$ cat config.mk
export PLATFORM = sky130hd
export DESIGN_NAME = zcl_ctrl
export DESIGN_NICKNAME = d
export VERILOG_FILES = /design/src/rtl/zcl_pkg.sv /design/src/rtl/zcl_ctrl.sv
export SDC_FILE = /design/constraint.sdc
export NUM_CORES = 1
export LEC_CHECK = 0
export BUFFER_PORTS_ARGS = -buffer_cell sky130_fd_sc_hd__buf_2
export CAP_MARGIN = 20
export CORE_MARGIN = 2
export CORE_UTILIZATION = 54
export DETAILED_ROUTE_END_ITERATION = 10
export GPL_TIMING_DRIVEN = 0
export PLACE_DENSITY = 0.86
export SYNTH_ARGS = -nofsm -noshare
export SYNTH_HDL_FRONTEND = slang
export SYNTH_SLANG_ARGS = --single-unit
export TNS_END_PERCENT = 50
$ cat constraint.sdc
create_clock -name clk -period 2.16 [get_ports clk]
set_input_delay 0.432 -clock clk [delete_from_list [all_inputs] [get_ports clk]]
set_output_delay 0.432 -clock clk [all_outputs]
set_load 0.02 [all_outputs]
$ cat src/rtl/zcl_pkg.sv
// Shared types, constants and command/status structs for the zero-crossing limiter.
// No dependencies; used by zcl_ctrl, zcl_dp and the top level.
package zcl_pkg;

  localparam int SAMPLE_BITS = 24;
  localparam int FRAC        = SAMPLE_BITS - 1;
  localparam int MAX_DELAY   = 65536;
  localparam int ADDR_W      = $clog2(MAX_DELAY);
  localparam int LEN_W       = ADDR_W + 1;
  localparam int CFG_IDX_W   = 3;
  localparam int CFG_DATA_W  = 31;
  localparam int RF_W        = 31;
  localparam int RF_SHIFT    = 30;
  localparam int MK_W        = 20;
  localparam int MK_SHIFT    = 16;
  localparam int DIV_STEPS   = FRAC;
  localparam int DIV_CNT_W   = $clog2(DIV_STEPS);

  typedef logic signed [SAMPLE_BITS-1:0] sample_t;
  typedef logic [FRAC-1:0]               mag_t;
  typedef logic [FRAC:0]                 gain_t;
  typedef logic [ADDR_W-1:0]             addr_t;
  typedef logic [LEN_W-1:0]              len_t;

  localparam gain_t GAIN_ONE = {1'b1, {FRAC{1'b0}}};
  localparam mag_t  MAG_MAX  = {FRAC{1'b1}};
  localparam len_t  LEN_MIN  = len_t'(2);
  localparam len_t  LEN_MAX  = len_t'(MAX_DELAY);

  typedef enum logic [CFG_IDX_W-1:0] {
    REG_THRESHOLD = 3'd0,
    REG_RECOVERY  = 3'd1,
    REG_RELEASE   = 3'd2,
    REG_MAKEUP    = 3'd3,
    REG_CEILING   = 3'd4,
    REG_DELAY     = 3'd5
  } cfg_reg_t;

  typedef struct packed {
    mag_t             threshold;
    logic [RF_W-1:0]  recovery;
    logic             release_en;
    logic [MK_W-1:0]  makeup;
    mag_t             ceiling;
    len_t             len;
  } cfg_t;

  typedef struct packed {
    logic clear_step;
    logic load;
    logic ch;
    logic write_in;
    logic div_init;
    logic div_step;
    logic seg_set;
    logic rd;
    logic mul;
    logic wr;
    logic rec_mul;
    logic rec_set;
    logic out_rd;
    logic out_mul;
    logic out_load;
  } cmd_t;

  typedef struct packed {
    logic clear_last;
    logic crossing;
    logic last_entry;
    logic out_free;
  } sts_t;

endpackage

$ cat src/rtl/zcl_ctrl.sv
// Sequencing state machine for the zero-crossing limiter.
// Depends on zcl_pkg; drives zcl_dp through cmd_t and watches sts_t.
module zcl_ctrl (
  input  logic          clk,
  input  logic          rst,
  input  logic          in_valid,
  output logic          in_ready,
  input  zcl_pkg::sts_t sts,
  output zcl_pkg::cmd_t cmd
);

  typedef enum logic [14:0] {
    ST_CLEAR  = 15'b000000000000001,
    ST_IDLE   = 15'b000000000000010,
    ST_WRITE  = 15'b000000000000100,
    ST_CHECK  = 15'b000000000001000,
    ST_DIV    = 15'b000000000010000,
    ST_SEG    = 15'b000000000100000,
    ST_RD     = 15'b000000001000000,
    ST_MUL    = 15'b000000010000000,
    ST_WR     = 15'b000000100000000,
    ST_REC    = 15'b000001000000000,
    ST_RECSET = 15'b000010000000000,
    ST_ORD    = 15'b000100000000000,
    ST_OMUL   = 15'b001000000000000,
    ST_OUT    = 15'b010000000000000,
    ST_SPARE  = 15'b100000000000000
  } state_t;

  state_t state, state_next;
  logic ch, ch_next;
  logic [zcl_pkg::DIV_CNT_W-1:0] div_cnt, div_cnt_next;

  assign in_ready = (state == ST_IDLE);

  always_comb begin
    state_next   = state;
    ch_next      = ch;
    div_cnt_next = div_cnt;
    cmd          = '0;
    cmd.ch       = ch;
    case (state)
      ST_CLEAR: begin
        cmd.clear_step = 1'b1;
        if (sts.clear_last) state_next = ST_IDLE;
      end
      ST_IDLE: begin
        if (in_valid) begin
          cmd.load   = 1'b1;
          ch_next    = 1'b0;
          state_next = ST_WRITE;
        end
      end
      ST_WRITE: begin
        cmd.write_in = 1'b1;
        state_next   = ST_CHECK;
      end
      ST_CHECK: begin
        if (sts.crossing) begin
          cmd.div_init = 1'b1;
          div_cnt_next = '0;
          state_next   = ST_DIV;
        end else if (ch) begin
          state_next = ST_REC;
        end else begin
          ch_next    = 1'b1;
          state_next = ST_WRITE;
        end
      end
      ST_DIV: begin
        cmd.div_step = 1'b1;
        div_cnt_next = div_cnt + 1'b1;
        if (div_cnt == zcl_pkg::DIV_CNT_W'(zcl_pkg::DIV_STEPS - 1)) state_next = ST_SEG;
      end
      ST_SEG: begin
        cmd.seg_set = 1'b1;
        state_next  = ST_RD;
      end
      ST_RD: begin
        cmd.rd     = 1'b1;
        state_next = ST_MUL;
      end
      ST_MUL: begin
        cmd.mul    = 1'b1;
        state_next = ST_WR;
      end
      ST_WR: begin
        cmd.wr = 1'b1;
        if (!sts.last_entry) begin
          state_next = ST_RD;
        end else if (ch) begin
          state_next = ST_REC;
        end else begin
          ch_next    = 1'b1;
          state_next = ST_WRITE;
        end
      end
      ST_REC: begin
        cmd.rec_mul = 1'b1;
        state_next  = ST_RECSET;
      end
      ST_RECSET: begin
        cmd.rec_set = 1'b1;
        state_next  = ST_ORD;
      end
      ST_ORD: begin
        cmd.out_rd = 1'b1;
        state_next = ST_OMUL;
      end
      ST_OMUL: begin
        cmd.out_mul = 1'b1;
        state_next  = ST_OUT;
      end
      ST_OUT: begin
        if (sts.out_free) begin
          cmd.out_load = 1'b1;
          state_next   = ST_IDLE;
        end
      end
      default: state_next = ST_IDLE;
    endcase
  end

  always_ff @(posedge clk) begin
    if (rst) begin
      state   <= ST_CLEAR;
      ch      <= 1'b0;
      div_cnt <= '0;
    end else begin
      state   <= state_next;
      ch      <= ch_next;
      div_cnt <= div_cnt_next;
    end
  end

endmodule

* Word-level counts from Yosys, hierarchy flattened
Cells that the tools add are included.
** Operators by class
- Add/sub/neg operators :: 1
- Eq/ne operators :: 22
- Mux-type cells :: 31
- Reductions and logical operators :: 5
** Operators with widths (count)
- case mux 15 bit (14 select lines) :: 1
- 2-to-1 mux 15 bit :: 5
- 2-to-1 mux 1 bit :: 20
- 2-to-1 mux 10 bit :: 2
- equality test 15 x 1 -> 1 bit, second input constant :: 1
- equality test 15 x 10 -> 1 bit, second input constant :: 1
- equality test 15 x 11 -> 1 bit, second input constant :: 1
- equality test 15 x 12 -> 1 bit, second input constant :: 1
- equality test 15 x 13 -> 1 bit, second input constant :: 1
- equality test 15 x 14 -> 1 bit, second input constant :: 1
- equality test 15 x 2 -> 1 bit, second input constant :: 1
- equality test 15 x 3 -> 1 bit, second input constant :: 1
- equality test 15 x 4 -> 1 bit, second input constant :: 1
- equality test 15 x 5 -> 1 bit, second input constant :: 1
- equality test 15 x 6 -> 1 bit, second input constant :: 1
- equality test 15 x 7 -> 1 bit, second input constant :: 1
- equality test 15 x 8 -> 1 bit, second input constant :: 1
- equality test 15 x 9 -> 1 bit, second input constant :: 1
- != test 2 bit, second input constant :: 7
- case mux 5 bit (2 select lines) :: 1
- AND reduction 4 bit :: 2
- adder 5 x 1 -> 5 bit, second input constant :: 1
- equality test 5 bit, second input constant :: 1
- 2-to-1 mux 5 bit :: 1
- 4 further kinds :: 4
** Word-level totals
- Register bits :: 21
- Bits of input ports :: 7
- Output and inout bits :: 16
- Logic and storage cells :: 62

* Depth between registers and ports, before layout
- Word-level depth :: 3
- Gate-level depth with buffers :: 7
- Depth with buffers taken out :: 6

* Worst setup path after synthesis
Ideal clock, no wire load.
- Path kind :: register to output
- Start point :: reg state[1]
- End point :: out cmd[8] (netlist name)
- Arrival time :: 1.743 ns
- Data required time :: 1.728 ns
- Slack :: -0.015 ns
- Stages on the path, launching flop included :: 4
- Path buffers :: 1
- Cell sequence :: dfxtp_1 -> buf_4 -> or4_4 -> nor4_1
** RTL lines
- from (decl) :: line zcl_ctrl.sv:30 : state_t state, state_next;
- from (signal assigned) :: line zcl_ctrl.sv:130 : state <= state_next;
- to (decl) :: line zcl_ctrl.sv:9 : output zcl_pkg::cmd_t cmd

==> flow_summary.ini <==
[timing]
finClkSkew_ns = 0.002148
finalHoldViolations = 0
worst_hold_slack_ns = 0.3784
slew_at_the_pin_closest_to_its_max_slew_limit_ns = 0.5005
timing.setup.tns_ns = -0.8776
final.period_utilization = 1.063
worst_setup_slack_after_layout_ns = -0.1363
final.min_clock_period_ns = 2.296
setup_viol = 10
timing.slew.headroom = 0.6641
slew_viol_final = 0
max_freq_mhz = 435.5
setup_repair_after_global_routing_missed_its_margin = true

[detailed_routing]
detailroute.via_count = 1362
drt-pass1-iter-count = 4
route.antenna.remaining_nets = 0
detailroute.wirelength.met2_um = 1962
route.met3.wl_um = 244
post_detailed_route_drc_marker_count = 0
highest-signal-layer = met4
route.layer.met1.wl_um = 1503
routed_length_per_placed_instance_um = 17.63
first_iter_violations = 49
route.final.wire_length_um = 3808
vias_per_cell = 6.306

[die]
design.die.area_um2 = 2635
coreArea_um2 = 2170
effective_utilization_at_floorplan = 0.5577
chipWidth_um = 51.34
ios = 23
fp-row-count = 17
die_h_um = 51.34

[synth]
synth-seq-area-share = 0.3309
yosysWarningCount = 0
async_reset_ff_frac = 0
syn-mean-instance-area_um2 = 8.175
synth.cell_area_um2 = 1210
synth_cell_types = 45
synth_edf_count = 0
synth.ff_latch_count = 20
yosys_most_used_dff = sky130_fd_sc_hd__dfxtp_1
netlist_instances = 148
synthesis.nets = 157

[worst_setup_path]
worst_path_max_delay_cell = sky130_fd_sc_hd__or4_4
timing_worst_setup_path_type = flip-flop to output pin
timing.critical_path.required_ns = 1.73
setup.worst_path.end_class = output pin
timing.critical_path.fanout_max = 6
timing.reg2reg.setup_slack_ns = 0.01
cp_top_family = simple AND/OR/NAND/NOR gates
cpPeakStageDelay_ns = 0.58
timing.critical_path.buf_inv = 1
cp-start-kind = flip-flop
timing.critical_path.arrival_ns = 1.86
crit_chain = or4_4, nor4_2, buf_2

[placed_design]
place.detailed.hpwl_um = 2096
place_congestion = 0.8790
port_buffers = 22
pre_cts_slack_ns = -0.07949

[clock_network]
sinks_on_clock_net = 20
tritoncts.num_buffers = 3
worst_skew_pair.late_latency_ns = 0.30
clock_pin_slew_on_the_worst_setup_and_hold_paths_ns = 0.11
cts_tree = built
cts_max_path_buffers = 2
cts_htree_levels = 1
clock-root-buffer = sky130_fd_sc_hd__clkbuf_4

[global_route]
grt_first_pass_wirelength_um = 5437
gr-total-overflow = 0
grt_start_max_net_pins = 13
grt_pass1_vias = 1213
grt_usage = 0.2756
number_of_antenna_violations_at_the_first_check_in_global_routing = 0

[job]
cap_violations = 0

[layout]
antennaDiodeCount = 0
layout_net_count = 198
drive_above_1_share = 0.4415
area_growth_syn_to_layout_pct = 41.26

[status]
status = complete, but fails checks
failed_checks = negative setup slack

[power_and_ir_drop]
cellLeakagePower_nw = 0.7218
worst_ir_drop_vdd_mv = 0.5764
power_density_nw_per_um2 = 462.4
post-layout-total-power_w = 0.0007903

[hold_path]
hp-class = input port to flip-flop
==> report_power, final <==
group | switching (W) | total, W | internal (W) | leakage (nW)
clock network | 0.000118 | 0.000306 | 0.000188 | 0.0279
registers | 0.00000913 | 0.000377 | 0.000367 | 0.167
logic | 0.0000585 | 0.000108 | 0.0000493 | 0.527
==> stage by stage <==
stage / utilization / cells / instance area [um^2]
floorplan: - / 148 / 1216
global placement: 0.6275 / 198 / 1361
detailed placement: 0.6275 / 198 / 1361
CTS: 0.7272 / 209 / 1578
global route: 0.7878 / 216 / 1709
finish: 0.7878 / 216 / 1709
==> layout by cell type (no fill, tap or decap), drive strengths merged <==
| cell type | count |
|---|---|
| nand3 | 4 |
| nor2b | 2 |
| and3 | 3 |
| or4b | 1 |
| nand4 | 4 |
| a211oi | 1 |
| a32oi | 1 |
| and3b | 1 |
| nor4b | 5 |
| bufinv | 1 |
| ha | 2 |
| or2 | 1 |
| inv | 5 |
| and4b | 1 |
| buf | 43 |
| nand4b | 1 |
| and2 | 2 |
| a311oi | 1 |
| o21ba | 1 |
| nor4 | 7 |
| o21ai | 4 |
| nor3b | 3 |
| o2111ai | 1 |
| a21oi | 5 |
| a31oi | 2 |
| nand2b | 6 |
| nor2 | 19 |
| o41ai | 1 |
| nor3 | 12 |
| a41o | 1 |
| a21o | 1 |
| dfxtp | 20 |
| xor2 | 6 |
| or4 | 3 |
| o22a | 1 |
| or3 | 1 |
| nand3b | 3 |
| clkbuf | 5 |
| nand2 | 7 |
==> final timing paths <==
check,start,endpoint,depth (start not counted)
max,state[0],cmd[8],3
min reg2reg,div_cnt[0],div_cnt[0],2
max reg2reg,state[9],div_cnt[1],9
min,rst,state[12],2
==> cell families after synthesis <==
group / share of synthesized area
flops: 0.3309
compound gates: 0.1127
fa+ha+maj: 0.02068
xor+xnor: 0.04343
buf+inv: 0.05894
simple gates: 0.4333
==> worst reg2reg max path: stages, from the launching register on <==
cell                      delay, ns
sky130_fd_sc_hd__dfxtp_4       0.38
sky130_fd_sc_hd__or4_4         0.59
sky130_fd_sc_hd__nor2_4        0.15
sky130_fd_sc_hd__nand4_1       0.16
sky130_fd_sc_hd__buf_4         0.19
sky130_fd_sc_hd__buf_4         0.12
sky130_fd_sc_hd__buf_4         0.12
sky130_fd_sc_hd__buf_6         0.11
sky130_fd_sc_hd__a31oi_1       0.16
sky130_fd_sc_hd__nor2_1        0.05
==> sequential cells by signal, summed over array words and instances, names as in the netlist <==
name     count
div_cnt      5
ch           1
state       14
==> metal layers <==
metal  up-vias  global-route usage
met3        15             0.03509
met4         0              0.1360
met2        85              0.4978
met5         -                   0
met1       640              0.3175
li1        622                   -
==> Yosys cell counts, types with 3 or more instances <==
cell type	n	area [um^2]
sky130_fd_sc_hd__nand3_1	4	20.02
sky130_fd_sc_hd__nand2b_1	6	37.54
sky130_fd_sc_hd__nor3b_1	3	22.52
sky130_fd_sc_hd__nor3_1	10	50.05
sky130_fd_sc_hd__dfxtp_1	20	400.4
sky130_fd_sc_hd__inv_1	5	18.77
sky130_fd_sc_hd__nand4_1	4	25.02
sky130_fd_sc_hd__xor2_1	6	52.55
sky130_fd_sc_hd__nor4b_1	5	43.79
sky130_fd_sc_hd__nor2_1	19	71.32
sky130_fd_sc_hd__clkbuf_1	3	11.26
sky130_fd_sc_hd__nand2_1	7	26.28
sky130_fd_sc_hd__a21oi_1	5	25.02
sky130_fd_sc_hd__nand3b_1	3	22.52
sky130_fd_sc_hd__nor4_1	5	31.28
sky130_fd_sc_hd__buf_2	3	15.01
sky130_fd_sc_hd__o21ai_0	4	20.02
==> layout make-up <==
type,count,area (um^2)
Clock inverter,1,30.03
Timing Repair Buffer,42,297.8
Tap cell,28,35.03
Buffer,3,15.01
Fill cell,139,460.4
Clock buffer,3,22.52
Inverter,5,18.77
Multi-Input combinational cell,114,863.3
Sequential cell,20,426.7
==> timing repair <==
item / in CTS / in global routing
endpoints found under the setup margin: 15 / 19
pin swaps: 10 / 13
resized for setup: 30 / 21
hold buffers: 0 / 0
buffers inserted: 13 / 7
Power figures use the tool's default switching activity.
